--- config.mk ---
export PLATFORM = sky130hd
export DESIGN_NAME = crflp_ram
export DESIGN_NICKNAME = d
export VERILOG_FILES = /design/src/rtl/core/crflp_ram.sv
export SDC_FILE = /design/constraint.sdc
export NUM_CORES = 1
export LEC_CHECK = 0
export BUFFER_PORTS_ARGS = -buffer_cell sky130_fd_sc_hd__buf_2
export CELL_PAD_IN_SITES_DETAIL_PLACEMENT = 1
export CELL_PAD_IN_SITES_GLOBAL_PLACEMENT = 1
export CORE_MARGIN = 2
export CORE_UTILIZATION = 37
export CTS_BUF_LIST = sky130_fd_sc_hd__clkbuf_4
export CTS_CLUSTER_DIAMETER = 100
export DETAILED_ROUTE_END_ITERATION = 8
export HOLD_SLACK_MARGIN = 0.15
export PLACE_DENSITY = 0.55
export SLEW_MARGIN = 30
export SYNTH_ARGS = -nofsm -noshare
export SYNTH_HDL_FRONTEND = slang
export SYNTH_SLANG_ARGS = --single-unit
export TNS_END_PERCENT = 100
--- constraint.sdc ---
create_clock -name clock -period 3.8 [get_ports clock]
set_input_delay 0.76 -clock clock [delete_from_list [all_inputs] [get_ports clock]]
set_output_delay 0.76 -clock clock [all_outputs]
set_load 0.02 [all_outputs]
--- src/rtl/core/crflp_ram.sv ---
module crflp_ram #(
   parameter int WIDTH = 32,
   parameter int DEPTH = 32
) (
   input  logic                     clock,
   input  logic                     wr_en,
   input  logic [$clog2(DEPTH)-1:0] wr_addr,
   input  logic [WIDTH-1:0]         wr_data,
   input  logic [$clog2(DEPTH)-1:0] rd_addr,
   output logic [WIDTH-1:0]         rd_data
);

   logic [WIDTH-1:0] mem [DEPTH];

   always_ff @(posedge clock) begin
      if (wr_en) begin
         mem[wr_addr] <= wr_data;
      end
      rd_data <= mem[rd_addr];
   end

endmodule

After elaboration in Yosys (flattened, before gate mapping) --
Memory sizes are Yosys's and may differ from the RTL's. A register that Yosys moved wholly into a read port is not among the register bits. Index checks and enable logic that the tools add are counted.
Storage, ports and cells: flip-flop bits (word level) 0, memories kept 1, word-level logic and storage cells 3, bits in writable memories 1024, input bits 44, output and inout bits 32
Memory list:
- mem | words 32, width 32, rd ports 1, clocked after memory_dff 1, write ports 1, line 13 | logic [WIDTH-1:0] mem [DEPTH];
Operators by class: multiplexer cells 2
Operators by type and width (count):
- 1-bit 2-to-1 mux | 2

Logic depth before layout (Yosys ltp) --
Gate-level depths: netlist (run 1).
word-level depth 2, depth in mapped cells 8, mapped depth without buffers 5

Worst setup path before layout (run 1) --
No wires, ideal clock.
kind input to register, from input wr_addr[1], to memory mem[12][0] (enable), path slack 606 ps, data required time 3379 ps, setup time 421 ps, stages 3, path buffers 1, arrival time 2773 ps, cells stage by stage or3b_2 clkbuf_1 nor2_1
RTL lines:
- from (decl) | line 7 | input logic [$clog2(DEPTH)-1:0] wr_addr,
- to (decl) | line 13
Straight into the memory's write port.

Worst setup path in the final report (run 1) --
from register rd_data[25], read port of mem, to output rd_data[25]
RTL lines:
- from (decl) | line 10 | output logic [WIDTH-1:0] rd_data
No word-level cell between the ends.

==> impl_metrics.env, run 1 <==
export IMPL_syn_area_sq_um=40500
export IMPL_cts_resized=0
export IMPL_cts_sinks=1056
export IMPL_drcViolationCount=0
export IMPL_synthCells=2260
export IMPL_tightest_slew_ns=0.954
export IMPL_holdPathEnd="rd_data[18]"
export IMPL_wl_per_cell_um=26.3
export IMPL_dp_hpwl_um=60900
export IMPL_cp_num_cells=1
export IMPL_drtPass1Iterations=5
export IMPL_totalWireLength_um=112000
export IMPL_cts_buffers=300
export IMPL_hp_class="input pin to register"
export IMPL_rows=121
export IMPL_postSynth_asyncResetShare=0
export IMPL_rr_endpoint="rd_data[8]"
export IMPL_ys_flop_type="edfxtp_1"
export IMPL_vdd_ir_drop_max_v=0.000219
export IMPL_reg2reg_depth=5
export IMPL_worst_ep_arrival_time_ns=1.83
export IMPL_finClkSkew_ns=0.0838
export IMPL_drv_cap=0
export IMPL_crit_fanout=1
export IMPL_grt_pass1_wl_um=162000
export IMPL_setup_violations=0
export IMPL_routed_via_density=5.24
export IMPL_fillers=10600
export IMPL_initial_core_util=0.372
export IMPL_htreeDepth=5
export IMPL_startpoint_type="register"
export IMPL_yosys_warnings=0
export IMPL_die_w_um=335
export IMPL_fmax_ghz=0.387
export IMPL_status="complete, no violations"
export IMPL_root_buffer="clkbuf_4"
export IMPL_period_share=0.681
export IMPL_overflow=0
export IMPL_avgSynthCellArea_sq_um=17.9
export IMPL_critPathCaptureType="output pin"
export IMPL_area_delta_synth_final_pct=16.4
export IMPL_p_leak_uw=0.0168
export IMPL_dieHeight_um=335
export IMPL_crit_type="register to output pin"
export IMPL_cp_slowest_cell="dfxtp_1"
export IMPL_setup_tns_ns=0
export IMPL_coreArea_sq_um=109000
export IMPL_rsz0062_at_grt="false"
export IMPL_r2r_slack_ns=2.13
export IMPL_gp_congestion=0.747
export IMPL_gr_usage_all_layers=0.200
export IMPL_worst_path_buf_inv=1
export IMPL_fin_crit_ns=2.59
export IMPL_antenna_found_initial=5
export IMPL_synth_seq_cells=1056
export IMPL_nets=2679
export IMPL_drive_gt1_frac=0.238
export IMPL_io_pins=76
export IMPL_cp_cell_sequence="buf_2"
export IMPL_min_from="rd_addr[2]"
export IMPL_grt_start_max_net_pins=69
export IMPL_clkLatencyLatePin_ns=1.11
export IMPL_final_hold_viol_count=0
export IMPL_vias=22300
export IMPL_clock_path_buffers=4
export IMPL_cts_reportedPaths_clkPinSlew_ns=0.07
export IMPL_die_area_sq_um=112000
export IMPL_synth_cell_types=25
export IMPL_syn_nets=2304
export IMPL_grt_pass1_vias=24000
export IMPL_drv_slew=0
export IMPL_whs_path_depth=5
export IMPL_crit_required_ns=3.04
export IMPL_reg2reg_from="mem[1][8]"
export IMPL_slew_headroom=0.359
export IMPL_synth_edf_count=1024
export IMPL_postLayoutCoreUtil=0.434
export IMPL_crit_family="flip-flops"
export IMPL_first_iter_violations=1519
export IMPL_powerDensity_nw_per_um2=522
export IMPL_cts_tree="done"
export IMPL_postRouteAntennaNets=0
export IMPL_synth_seq_area_share=0.775
export IMPL_max_stage_delay_ns=0.50
export IMPL_io_buffers=75
==> flip-flops by register name (all words and copies together) (netlist names) <==
| name | count |
|---|---|
| mem | 1024 |
| rd_data | 32 |
==> cells in the mapped netlist (26+ instances only) <==
| cell type | count | share of area |
|---|---|---|
| a21oi_1 | 96 | 0.012 |
| a22o_1 | 64 | 0.014 |
| a22oi_1 | 96 | 0.018 |
| a31oi_1 | 32 | 0.0049 |
| buf_2 | 26 | 0.0032 |
| buf_4 | 33 | 0.0061 |
| clkbuf_1 | 46 | 0.0043 |
| dfxtp_1 | 32 | 0.016 |
| edfxtp_1 | 1024 | 0.76 |
| mux2i_1 | 512 | 0.13 |
| nand2_1 | 98 | 0.0091 |
| nand3_1 | 98 | 0.012 |
| nor2_1 | 34 | 0.0032 |
| nor3_1 | 32 | 0.0040 |
==> layout by cell type, fill, tap and decap left out, types with 2 or more instances in the layout <==
| cell type | netlist | layout |
|---|---|---|
| inv_2 | 0 | 6 |
| buf_4 | 33 | 74 |
| a31oi_1 | 32 | 32 |
| clkinv_2 | 0 | 4 |
| a22o_1 | 64 | 64 |
| nand3_1 | 98 | 98 |
| nand2b_2 | 0 | 2 |
| nor2_4 | 0 | 33 |
| or3b_2 | 3 | 3 |
| dlygate4sd3_1 | 0 | 32 |
| dfxtp_1 | 32 | 32 |
| a21oi_1 | 96 | 96 |
| bufinv_16 | 0 | 5 |
| clkbuf_4 | 2 | 448 |
| nand3b_1 | 5 | 5 |
| mux2i_1 | 512 | 512 |
| nor3_1 | 32 | 32 |
| buf_2 | 26 | 74 |
| a22oi_1 | 96 | 96 |
| buf_12 | 0 | 19 |
| clkinv_1 | 0 | 41 |
| edfxtp_1 | 1024 | 1024 |
| nand2_1 | 98 | 97 |
==> logic make-up after synthesis <==
| family | Yosys count | share of synthesized area |
|---|---|---|
| DFF | 1056 | 0.775 |
| muxes | 512 | 0.127 |
| AOI/OAI and AO/OA | 288 | 0.0485 |
| and+or+nand+nor | 277 | 0.0310 |
| buffers and inverters | 127 | 0.0186 |
==> routing by layer <==
metal	part of all wire	up-vias	GRT usage	routed length, um
li1	-	9888	-	-
met4	0.016	0	0.0579	1810
met3	0.046	162	0.0426	5140
met2	0.50	566	0.337	56100
met1	0.44	11700	0.262	48900
met5	0	-	0	0
==> power breakdown <==
part,switching [uW],internal (uW)
registers,72.3,12900
clock network,4580,5680
logic,901,432
total,5560,19100
==> area by class of cell <==
type	instances	area [sq um]	area share
well taps	1414	1770	0.0375
flip-flops and latches	1056	31400	0.666
multi-input cells	1077	8610	0.183
clock inverters	56	347	0.00735
diodes	1	2.50	0.0000531
clock buffers	448	3360	0.0714
repair buffers	200	1640	0.0348
==> through the flow <==
step                setup slack (ns)  power, uW  hold WS [ns]  area, sq um  cells
floorplan                      0.606      14000         0.553        40500   2260
global placement               0.734      14600         0.576        43100   3715
detailed placement             0.702      14600         0.593        43100   3715
CTS                             1.03      25000         0.184        47100   4251
global route                    1.07      25700         0.267        47100   4252
finish                          1.21      24600         0.321        47100   4252
==> worst max-delay path by stage <==
stage                      from  slack, ns           to
floorplan            wr_addr[1]       0.61   mem[12][0]
CTS                 rd_data[15]       1.03  rd_data[15]
finish              rd_data[25]       1.21  rd_data[25]
global placement     rd_addr[2]       0.73  rd_data[13]
global route        rd_data[25]       1.07  rd_data[25]
detailed placement   rd_addr[2]       0.70  rd_data[13]
==> tightest hold or removal path, stage by stage <==
cell	delay, ns
buf_2	0.13
nor2_4	0.09
a22oi_1	0.21
nand3_1	0.10
nand3_1	0.09
==> timing repair <==
action	in CTS	in global routing
hold buffers	32	0
buffers inserted	0	0
endpoints found under the hold margin	1022	0
Power figures use the tool's default switching activity.
==> inputs of run 2 (changes only) <==
- ABC_AREA: default -> 1
- PLACE_DENSITY: 0.55 -> 0.58
- clock period: 3.8 -> 2.5 ns (I/O delays scaled with it)
==> impl_metrics.env, run 2 <==
export IMPL_wl_per_cell_um=24.1
export IMPL_synth_area_leaders="edfxtp_1, nand2_1, nand3_1"
export IMPL_yosys_warnings=0
export IMPL_root_buffer="clkbuf_4"
export IMPL_max_stage_delay_ns=0.56
export IMPL_grt_start_max_net_pins=81
export IMPL_rows=124
export IMPL_drive_gt1_frac=0.180
export IMPL_postRouteAntennaNets=0
export IMPL_avgSynthCellArea_sq_um=12.0
export IMPL_die_area_sq_um=117000
export IMPL_drv_cap=0
export IMPL_first_iter_violations=2183
export IMPL_gp_congestion=0.730
export IMPL_synthMostInstantiatedCell="nand2_1"
export IMPL_largest_reg_flops=1024
export IMPL_reg_top3="mem x1024, rd_data x32"
export IMPL_area_delta_synth_final_pct=17.3
export IMPL_htreeDepth=5
export IMPL_syn_nets=3580
export IMPL_dp_cells=5047
export IMPL_fmax_ghz=0.405
export IMPL_vdd_ir_drop_max_v=0.000352
export IMPL_drv_slew=0
export IMPL_synthCells=3536
export IMPL_initial_core_util=0.372
export IMPL_coreArea_sq_um=114000
export IMPL_nets=3937
export IMPL_totalWireLength_um=136000
export IMPL_synth_seq_area_share=0.740
export IMPL_postSynth_asyncResetShare=0
export IMPL_synth_seq_cells=1056
export IMPL_synth_edf_count=1024
export IMPL_final_cell_mix="nand2_1, edfxtp_1, nand3_1"
export IMPL_startpoint_type="input pin"
export IMPL_grt_pass1_vias=30100
export IMPL_yosys_area_top_type="edfxtp_1"
export IMPL_syn_area_sq_um=42400
export IMPL_ys_flop_type="edfxtp_1"
export IMPL_hold_ws_ns=0.385
export IMPL_finClkSkew_ns=0.0726
export IMPL_cts_reportedPaths_clkPinSlew_ns=0.06
export IMPL_final_cells=5629
export IMPL_fillers=12200
export IMPL_die_w_um=343
export IMPL_cts_tree="done"
export IMPL_crit_required_ns=3.56
export IMPL_rsz0062_at_grt="false"
export IMPL_fin_crit_ns=2.47
export IMPL_crit_type="input pin to register"
export IMPL_io_pins=76
export IMPL_powerDensity_nw_per_um2=769
export IMPL_critPathCaptureType="register"
export IMPL_dieHeight_um=343
export IMPL_period_share=0.986
export IMPL_p_leak_uw=0.0186
export IMPL_worst_ep_arrival_time_ns=3.52
export IMPL_slew_headroom=0.444
export IMPL_vias=29200
export IMPL_cts_sinks=1056
export IMPL_largest_register="mem"
export IMPL_drtPass1Iterations=5
export IMPL_postLayoutCoreUtil=0.436
export IMPL_tightest_slew_ns=0.834
export IMPL_antenna_found_initial=8
export IMPL_final_hold_viol_count=0
export IMPL_io_buffers=75
export IMPL_dp_hpwl_um=71100
export IMPL_routed_via_density=5.19
export IMPL_synth_cell_types=14
export IMPL_overflow=0
export IMPL_hp_class="input pin to register"
export IMPL_setup_violations=0
export IMPL_gr_usage_all_layers=0.232
export IMPL_mostFrequentLayoutCell="nand2_1"
export IMPL_critPathMostFrequentCell="nand2_1"
export IMPL_drcViolationCount=0
export IMPL_status="complete, no violations"
export IMPL_post_synth_most_frequent_cells="nand2_1, edfxtp_1, nand3_1, buf_2, buf_6"
export IMPL_cp_cell_sequence="dlygate4sd3_1 > buf_8 > inv_8 > buf_12 > nand3_1 > nand3_1 > nand2_1 > nand2_1 > nand2_1 > nand2_1 > dlygate4sd3_1 > nand2_1 > dlygate4sd3_1"
export IMPL_clkLatencyLatePin_ns=1.17
export IMPL_cts_setup_buffers=0
export IMPL_clock_path_buffers=4
export IMPL_cts_buffers=305
export IMPL_synth_top_area_share=0.725
export IMPL_setup_tns_ns=0
export IMPL_cp_slowest_cell="dlygate4sd3_1"
export IMPL_grt_pass1_wl_um=198000
export IMPL_crit_fanout=70
run 2: changes by cell type in the layout (fill, tap and decap cells not counted), moves of 64 or more:
cell / previous run / this run
mux2i_1: 512 / 0
nand3_1: 98 / 780
a22o_1: 64 / 0
a21oi_1: 96 / 0
nand2_1: 97 / 1440
a22oi_1: 96 / 0
run 2: metal layers:
layer / wire length (um) / up-vias / track usage
met3: 6670 / 247 / 0.0402
met4: 3230 / 12 / 0.0800
met5: 77 / - / 0
li1: - / 13300 / -
met1: 62400 / 14900 / 0.324
met2: 63500 / 735 / 0.368
run 2: kinds of logic (layout without fill, tap and decap cells):
group                  after synthesis  count (layout)  synth area share
and+or+nand+nor                   2252            2252             0.222
DFF                               1056            1056             0.740
buffers and inverters              228             803            0.0374
other                                0               6                 0
run 2: layout make-up:
cell class                 instances  area (sq um)  area share
multi-input combinational       2252          9670       0.194
clock buffer                     471          3540      0.0711
timing repair buffer             267          2900      0.0583
tap                             1512          1890      0.0380
clock inverter                    54           256     0.00516
sequential                      1056         31400       0.631
timing repair inverter             1          11.3    0.000226
inverter                          10          78.8     0.00158
antenna                            6          15.0    0.000302
run 2: worst paths after layout:
check / from / end / slack [ns] / cells after the start
worst max-delay path: rd_addr[1] / rd_data[14] / 0.03 / 13
worst min-delay path: wr_data[13] / mem[6][13] / 0.39 / 2
worst min register to register: mem[2][2] / rd_data[2] / 0.75 / 8
worst max register to register: mem[3][22] / rd_data[22] / 0.43 / 10
run 2: worst max-delay path: cells and delay by family:
family	cells	cell delay (ns)
AND/OR/NAND/NOR	7	0.49
buffers and inverters	6	2.45
run 2: report_power, final:
part           leakage [uW]  internal (uW)  switching, uW  total, uW
clock network       0.00230           8710           7200      15900
registers           0.00949          19700           97.5      19800
logic               0.00683            738           1820       2550
run 2: what timing repair did:
action / in CTS / in global routing
hold buffers: 49 / 0
gates resized for setup: 1 / 2
pin swaps: 0 / 0
setup endpoints to repair: 1 / 2
gates cloned: 0 / 2
endpoints found under the hold margin: 1160 / 0
run 2: per-stage QoR:
step                      total power [uW]  cell area (sq um)  worst slack [ns]
after floorplan                      21500              42400           -0.0765
after global placement               22600              45400             0.322
after detailed placement             22600              45400             0.290
after CTS                            38700              49700            0.0125
after global routing                 39900              49800            0.0168
final                                38200              49800            0.0338
