$ cat config.mk
export PLATFORM = sky130hd
export DESIGN_NAME = crflp_lse
export DESIGN_NICKNAME = d
export VERILOG_FILES = /design/src/rtl/core/crflp_pkg.sv /design/src/rtl/core/crflp_lse.sv
export SDC_FILE = /design/constraint.sdc
export NUM_CORES = 1
export LEC_CHECK = 0
export ABC_AREA = 1
export BUFFER_PORTS_ARGS = -buffer_cell sky130_fd_sc_hd__buf_2
export CORE_ASPECT_RATIO = 0.7
export CORE_MARGIN = 1.5
export CORE_UTILIZATION = 28
export DETAILED_ROUTE_END_ITERATION = 10
export PLACE_DENSITY = 0.55
export REMOVE_ABC_BUFFERS = 1
export SETUP_SLACK_MARGIN = 0.15
export SLEW_MARGIN = 40
export SYNTH_ARGS = -nofsm -noshare
export SYNTH_HDL_FRONTEND = slang
export SYNTH_SLANG_ARGS = --single-unit
$ cat constraint.sdc
create_clock -name vclk -period 16.7
set_input_delay 2.505 -clock vclk [all_inputs]
set_output_delay 2.505 -clock vclk [all_outputs]
set_load 0.01 [all_outputs]
$ cat src/rtl/core/crflp_pkg.sv
package crflp_pkg;

   localparam int NUM_LABELS_DEFAULT = 32;
   localparam int LABEL_W = 5;
   localparam int SCORE_W = 32;

   // softplus table: ln(1 + e^(-k/4)) in q16.16, k = d >> LUT_SHIFT
   localparam int LUT_SHIFT = 14;
   localparam int LUT_BITS = 5;
   localparam int LUT_SIZE = 32;

   typedef logic [LABEL_W-1:0] label_type;
   typedef logic signed [SCORE_W-1:0] score_type;

   localparam score_type Q_MAX = 32'sh7FFF_FFFF;
   localparam score_type Q_MIN = 32'sh8000_0000;

   localparam logic CMD_TRANS = 1'b0;
   localparam logic CMD_EMIT = 1'b1;

   localparam logic [15:0] SOFTPLUS_LUT [LUT_SIZE] = '{
      16'd45426, 16'd37745, 16'd31069, 16'd25354, 16'd20530, 16'd16510, 16'd13200, 16'd10500,
      16'd8318, 16'd6567, 16'd5170, 16'd4061, 16'd3184, 16'd2493, 16'd1950, 16'd1523,
      16'd1189, 16'd928, 16'd724, 16'd565, 16'd440, 16'd343, 16'd267, 16'd208,
      16'd162, 16'd126, 16'd98, 16'd77, 16'd60, 16'd47, 16'd36, 16'd28
   };

   typedef struct packed {
      logic      command;
      label_type to_label;
      label_type from_label;
      score_type value;
      logic      first_frame;
      logic      last_frame;
   } req_type;

   typedef struct packed {
      label_type label;
      score_type forward_score;
      label_type best_prev;
      score_type total_score;
      logic      total_valid;
   } rsp_type;

   typedef enum logic [2:0] {
      ST_IDLE,
      ST_FOLD,
      ST_SCORE,
      ST_UPDATE,
      ST_COPY
   } state_type;

   // exact sum, saturated to the signed 32-bit range
   function automatic score_type sat_add(input score_type a, input score_type b);
      logic signed [SCORE_W:0] s;
      s = {a[SCORE_W-1], a} + {b[SCORE_W-1], b};
      if (s[SCORE_W] != s[SCORE_W-1]) begin
         sat_add = s[SCORE_W] ? Q_MIN : Q_MAX;
      end else begin
         sat_add = s[SCORE_W-1:0];
      end
   endfunction

endpackage

$ cat src/rtl/core/crflp_lse.sv
module crflp_lse (
   input  crflp_pkg::score_type a,
   input  crflp_pkg::score_type b,
   output crflp_pkg::score_type y
);

   localparam int W = crflp_pkg::SCORE_W;
   localparam int TOP = crflp_pkg::LUT_SHIFT + crflp_pkg::LUT_BITS;

   crflp_pkg::score_type hi;
   crflp_pkg::score_type lo;
   logic [W:0] diff;
   logic [15:0] corr;
   logic signed [W:0] sum;

   always_comb begin
      if (a > b) begin
         hi = a;
         lo = b;
      end else begin
         hi = b;
         lo = a;
      end
      // difference is never negative, so 33 bits hold it unsigned
      diff = {hi[W-1], hi} - {lo[W-1], lo};
      if (diff[W:TOP] == '0) begin
         corr = crflp_pkg::SOFTPLUS_LUT[diff[TOP-1:crflp_pkg::LUT_SHIFT]];
      end else begin
         corr = '0;
      end
      sum = {hi[W-1], hi} + {{(W+1-16){1'b0}}, corr};
      // correction is positive: only the upper bound can be crossed
      if (sum[W] != sum[W-1]) begin
         y = crflp_pkg::Q_MAX;
      end else begin
         y = sum[W-1:0];
      end
   end

endmodule

* Word-level counts from Yosys, hierarchy flattened
Memories as Yosys holds them, arrays and structs flattened.
Cells that the tools add are included.
** Word-level totals
- Bits in read-only memories :: 512
- Output and inout bits :: 32
- Input bits :: 64
- Flip-flop bits (word level) :: 0
- Memories :: 1
** Memory list
- (no name shown) :: depth 32, bits a word 16, read ports 1, clocked after memory_dff 0, write ports 0, line crflp_lse.sv:27 : corr = crflp_pkg::SOFTPLUS_LUT[diff[TOP-1:crflp_pkg::LUT_SHIFT]];
** Operators by class
- Muxes and demuxes :: 6
- Reduce and logical (&&, ||, !) cells :: 1
- Equality and inequality tests :: 1
- Bitwise operators :: 1
- Add/subtract/negate cells :: 2
- Order comparisons :: 2
** Operators with widths (count)
- 32-bit 2-to-1 mux :: 3
- 16-bit 2-to-1 mux :: 3
- 32-bit by 17-bit adder with 33-bit output :: 1
- 32-bit by 32-bit subtractor with 33-bit output :: 1
- 32-bit greater-than comparator :: 1
- 14-bit zero test :: 1
- 6-bit greater-or-equal comparator (second input constant) :: 1
- 5-bit inverter with 6-bit output :: 1
- 1-bit != test :: 1

* Logic depth before layout (Yosys ltp)
Gate-level depths: netlist of the first run.
- Depth in word-level cells :: 11
- Mapped depth :: 63
- Mapped depth without buffers :: 61

* Worst setup path before layout of the first run
No wires, ideal clock.
- Kind :: input-to-output
- Start :: input b[15]
- End :: output y[24]
- Arrival :: 9.146 ns
- Slack :: 5.049 ns
- Buffers on the path :: 3
- Stages :: 60
- Data required time :: 14.195 ns
- Cells stage by stage :: inv_1 > ha_1 > buf_4 > nand2_2 > nor2_4 > nand2_2 > inv_2 > a21oi_1 > nand3_1 > nand2_2 > nand2_2 > nand2_4 > nand3_4 > buf_6 > nand2_1 > nand2_1 > nand3_1 > nand2_1 > (+24 left out) > o21bai_1 > nand3_1 > nand2_1 > nand3_1 > nand2_1 > nand3_1 > nand2_1 > nand3_1 > nand2_1 > nand2_1 > nor2_1 > nand2_1 > o31ai_1 > inv_1 > ha_1 > clkinv_1 > clkbuf_1 > nand3_1
** On the way
- Longest elaborated chain between the ends :: 11
- Elaborated cells between the ends (all ways) :: 13
** Ends and longest elaborated chain
- from (decl) :: line crflp_lse.sv:3 : input crflp_pkg::score_type b,
- 32-bit greater-than comparator :: line crflp_lse.sv:17 : if (a > b) begin
- 32-bit 2-to-1 mux :: line crflp_lse.sv:17
- 32-bit by 32-bit subtractor with 33-bit output :: line crflp_lse.sv:25 : diff = {hi[W-1], hi} - {lo[W-1], lo};
- 5-bit inverter with 6-bit output (not written as such) :: line crflp_lse.sv:27
- memory read 32 x 16 bit
- 16-bit 2-to-1 mux (not written as such) (2 in a row) :: line crflp_lse.sv:27
- 16-bit 2-to-1 mux :: line crflp_lse.sv:26 : if (diff[W:TOP] == '0) begin
- 32-bit by 17-bit adder with 33-bit output * :: line crflp_lse.sv:31 : sum = {hi[W-1], hi} + {{(W+1-16){1'b0}}, corr};
- 1-bit != test :: line crflp_lse.sv:33 : if (sum[W] != sum[W-1]) begin
- 32-bit 2-to-1 mux * :: line crflp_lse.sv:33
- to (decl) :: line crflp_lse.sv:4 : output crflp_pkg::score_type y
Mark *: on every way between the ends. The rest lies on a longest branch, timed or not. The select of a mux whose other input is x is not followed.

* Worst setup path in the final report of the first run
- Start :: input b[15]
- End :: output y[2]
The elaborated chain is that of the path after synthesis.

==> results of run 1 <==
==> per-layer routing <==
| metal | vias to the layer above | share of wire, % | GRT usage (%) |
|---|---|---|---|
| met5 | - | 0 | 0 |
| li1 | 3894 | - | - |
| met1 | 3238 | 56 | 34.3 |
| met2 | 312 | 35 | 25.5 |
| met3 | 4 | 8.9 | 1.39 |
| met4 | 0 | 0.37 | 1.02 |
==> metrics by stage <==
stage | area (um^2) | setup slack [ns] | power [mW]
after floorplan | 5580 | 4.53 | 0.248
after global placement | 6410 | 1.88 | 0.364
after detailed placement | 6410 | 1.79 | 0.361
after CTS | 6410 | 1.70 | 0.363
after global routing | 6410 | 0.525 | 0.414
final | 6410 | 1.62 | 0.370
==> power breakdown <==
group	switching, mW	internal, mW
sequential	0	0
clock	0	0
combinational	0.253	0.117
==> logic make-up after synthesis <==
| kind of cell | count (synthesis) |
|---|---|
| compound gates | 133 |
| xor+xnor | 12 |
| fa+ha+maj | 60 |
| buf+inv | 224 |
| simple gates | 756 |
==> synthesized netlist by cell type, types with 2 or more instances <==
cell / n
o211ai_1: 5
xnor2_1: 5
buf_6: 6
nor2_1: 98
or2_1: 2
or2_2: 4
o21ai_1: 20
o21ai_0: 39
clkbuf_1: 3
buf_2: 8
inv_1: 188
nand3_4: 2
xor2_1: 6
o21bai_1: 4
nor2_4: 4
nand3_1: 95
ha_1: 59
nor4_1: 5
nor3_1: 11
nand2_2: 12
a31oi_1: 3
inv_2: 14
and2_1: 2
a21oi_1: 49
a21oi_2: 6
nand4_1: 29
a21o_1: 4
nor2_2: 7
nand2_1: 480
nand3b_1: 2
buf_4: 3
==> placed cells by master (no fill, tap or decap), types with 7 or more instances in the layout <==
cell / n
nor3_1: 11
buf_2: 96
nand3_1: 95
ha_1: 59
nor2_1: 98
nand2_1: 480
a21oi_1: 49
o21ai_0: 39
nand2_2: 12
inv_2: 14
nand4_1: 29
o21ai_1: 20
inv_1: 188
nor2_2: 7
==> worst max-delay path: cells and delay by family <==
kind                       cells  cell delay [ns]
xor gates and xnor gates       1             0.66
adders and majority gates      5             2.05
and+or+nand+nor               36             4.54
buffers and inverters         10             1.51
AOI/OAI and AO/OA              6             1.24
==> layout make-up <==
class	instances	area [um^2]
fillers	2375	13500
inverters	203	762
multi-input cells	961	4820
well taps	270	338
repair buffers	98	495
==> worst max path at each step <==
stage | from | to | slack, ns | depth (start not counted)
2_1_floorplan | b[15] | y[27] | 4.53 | 57
3_3_place_gp | b[23] | y[9] | 1.88 | 56
5_1_grt | b[23] | y[13] | 0.52 | 57
6_report | b[15] | y[2] | 1.62 | 58
4_1_cts | b[23] | y[2] | 1.70 | 56
3_5_place_dp | b[23] | y[2] | 1.79 | 56
==> flow_summary.toml, run 1 <==
[outcome]
outcome = "completed"

[place]
place_congestion = 0.948
dp_cells = 1532
portBuffers = 96
hpwl_mm = 18.1

[sta]
finalSetupViolCount = 0
rsz0062_at_grt = "no"
timing.final.crit_share_pct = 90.3
setup_tns_ns = 0
finalHoldViolations = 0
worst_slew_pin_slew_ns = 0.825
hold_slack_ns = 5.55
slew-limit-headroom_pct = 44.6
max_freq_mhz = 66.3
slew_viol_final = 0
fin_crit_ns = 15.08

[routing]
drc = 0
vias = 7448
firstDrtPassIters = 6
wl_per_cell_um = 13.9
final_antenna_net_count = 0
drt_iter0_drc = 757
finalWirelength_mm = 21.3
via_per_inst = 4.86

[floorplan]
die_h_um = 123
core-area_um2 = 19900
die_w_um = 174
die_area_um2 = 21300
io_pins = 96
rows = 43
start_util_pct = 28.8

[global_route]
grt_max_degree = 55
grt-ovfl-total = 0
first_global_vias = 6350
grt_use_total_pct = 19.7
grt_antenna_before_repair = 0
grt_pass1_wl_mm = 34.0

[critical_path]
crit_path_start_kind = "input pin"
crit_fanout = 54
path_common_cell = "nand2_1"
crit_required_ns = 14.20
crit_type = "in -> out"
cpPeakStageDelay_ns = 0.76
worst_ep_arrival_time_ns = 12.58
crit_slowest_cell = "clkinv_1"
end_kind = "output pin"

[layout]
fin_nets = 1388
area_growth_pct = 12.0
instances_no_fill = 1532
drive_gt1_share_pct = 12.0
clkbuf_count = 0
n_sequential_cell = 0
ff_latch_area_um2 = 0
utilization_pct = 32.2
num_antenna_cells = 0

[clock_tree]
cts-resized-gates = 0
cts_hold_buf = 0
post_cts_buffers = 0

[power_and_ir_drop]
vdd_drop_max_uv = 19.5
p_leak_nw = 3.92
p_per_area_nw_per_um2 = 57.6

[synthesis]
netlist_area_um2 = 5730
ys_warn_count = 0
synth_cell_types = 41
synth-seq-area-share_pct = 0
synthSimpleGateAreaFrac_pct = 56.2
netlist_instances = 1185
yosys.area.top_type_share_pct = 31.5
synth_top_family_by_area = "simple AND/OR/NAND/NOR gates"
ys_top_cells_by_area = "nand2_1, ha_1, inv_1, nand3_1, nor2_1"
synth_area_per_cell_um2 = 4.83
synthAdderAreaFrac_pct = 13.2
synth_compound_area_share_pct = 12.8
synth.area.mux_share_pct = 0
synth_top_area_cell = "nand2_1"
synth_xor_xnor_area_share_pct = 1.97

[min_path]
min_from = "b[17]"
whs_path_depth = 4
min_path_type = "in -> out"
min_to = "y[17]"

[job]
cap_violations = 0
(Power assumes the default switching activity.)
==> run 2: changes to the inputs <==
clock period = 14.2 ns   (was 16.7 ns; I/O delays follow)
==> run 2 against run 1 <==
Against the previous run:
- via count up 0.79%
- sequential cell count unchanged
- count of clock-buffer cells in the layout unchanged
- cell area up 0.80%
- combinational power up 19%
- setup slack worse by 0.44 ns
- total power up 19%
- utilization up 0.26 points
- final cell count up 0.33%
==> flow_summary.toml, run 2 (synthesized netlist as in run 1, its figures left out) <==
[outcome]
outcome = "completed"

[global_route]
grt_antenna_before_repair = 0
grt_pass1_wl_mm = 34.3
first_global_vias = 6275
grt-ovfl-total = 0
grt_use_total_pct = 19.9
grt_max_degree = 55

[power_and_ir_drop]
vdd_drop_max_uv = 23.8
p_leak_nw = 3.94
p_per_area_nw_per_um2 = 68.3

[floorplan]
core-area_um2 = 19900
rows = 43
die_h_um = 123
io_pins = 96
die_area_um2 = 21300
die_w_um = 174
start_util_pct = 28.8

[sta]
rsz0062_at_grt = "no"
fin_crit_ns = 13.02
setup_tns_ns = 0
worst_slew_pin_slew_ns = 0.822
hold_slack_ns = 4.81
max_freq_mhz = 76.8
slew_viol_final = 0
timing.final.crit_share_pct = 91.7
finalHoldViolations = 0
slew-limit-headroom_pct = 44.9
finalSetupViolCount = 0

[critical_path]
crit_slowest_cell = "nand3_4"
cpPeakStageDelay_ns = 0.47
critPathLaunch = "b[24]"
crit_type = "in -> out"
crit_path_start_kind = "input pin"
crit_fanout = 27
path_common_cell = "nand2_1"
end_kind = "output pin"
crit_required_ns = 12.07
worstSetupEndpoint = "y[2]"
worst_ep_arrival_time_ns = 10.89

[place]
placed_area_um2 = 6450
hpwl_mm = 18.4
place_congestion = 0.957
portBuffers = 96

[routing]
finalWirelength_mm = 21.9
drt_iter0_drc = 742
final_antenna_net_count = 0
firstDrtPassIters = 5
via_per_inst = 4.88
wl_per_cell_um = 14.3
vias = 7507
drc = 0

[layout]
n_sequential_cell = 0
final_common_cell = "nand2_1"
fin_nets = 1393
drive_gt1_share_pct = 12.5
num_antenna_cells = 0
area_growth_pct = 12.9
layout_common_cells = "nand2_1, inv_1, nor2_1"
ff_latch_area_um2 = 0
clkbuf_count = 0
fin_area_um2 = 6470

[min_path]
min_path_type = "in -> out"
min_from = "b[26]"

[job]
cap_violations = 0

[clock_tree]
post_cts_buffers = 0
[run 2: area by class of cell]
class | instances | area (um^2)
Multi-Input combinational cell | 962 | 4840
Timing Repair Buffer | 102 | 526
Fill cell | 2364 | 13400
Tap cell | 270 | 338
Inverter | 203 | 766
[run 2: per-layer routing]
metal	up-vias	part of all wire, %	global-route usage [%]
li1	3917	-	-
met1	3305	57	35.1
met2	281	35	26.7
met3	4	7.2	0.558
met4	0	0.087	0
met5	-	0	0
[run 2: worst min-delay path by stage]
| stage | to | slack (ns) | cells past startpoint |
|---|---|---|---|
| after floorplan | y[19] | 4.58 | 3 |
| after global placement | y[26] | 4.80 | 7 |
| after detailed placement | y[26] | 4.81 | 7 |
| after CTS | y[26] | 4.82 | 7 |
| after global routing | y[16] | 4.90 | 7 |
| final | y[26] | 4.81 | 7 |
[run 2: worst max-delay path, delay by kind of cell]
kind	cells	cell delay [ns]
adder cells (fa/ha/maj)	5	1.66
AND/OR/NAND/NOR	38	4.81
buffers and inverters	11	1.36
AO/OA/AOI/OAI	4	0.91
[run 2: where the power goes]
group | leakage, nW | total, mW | switching, mW | internal (mW)
Clock | 0 | 0 | 0 | 0
Sequential | 0 | 0 | 0 | 0
Combinational | 3.94 | 0.442 | 0.301 | 0.141
Total | 3.94 | 0.442 | 0.301 | 0.141
[run 2: through the flow]
stage / setup WS (ns) / power (mW) / cells / utilization [%]
after floorplan: 2.78 / 0.292 / 1164 / -
after global placement: 0.981 / 0.432 / 1536 / 32.4
after detailed placement: 0.932 / 0.430 / 1536 / 32.4
after CTS: 0.910 / 0.433 / 1536 / 32.4
after global routing: 0.220 / 0.494 / 1537 / 32.5
final: 1.18 / 0.442 / 1537 / 32.5
[run 2: repair_timing]
action | in CTS | in global routing
setup endpoints to repair | 0 | 19
gates resized for setup | 0 | 1
hold buffers | 0 | 0
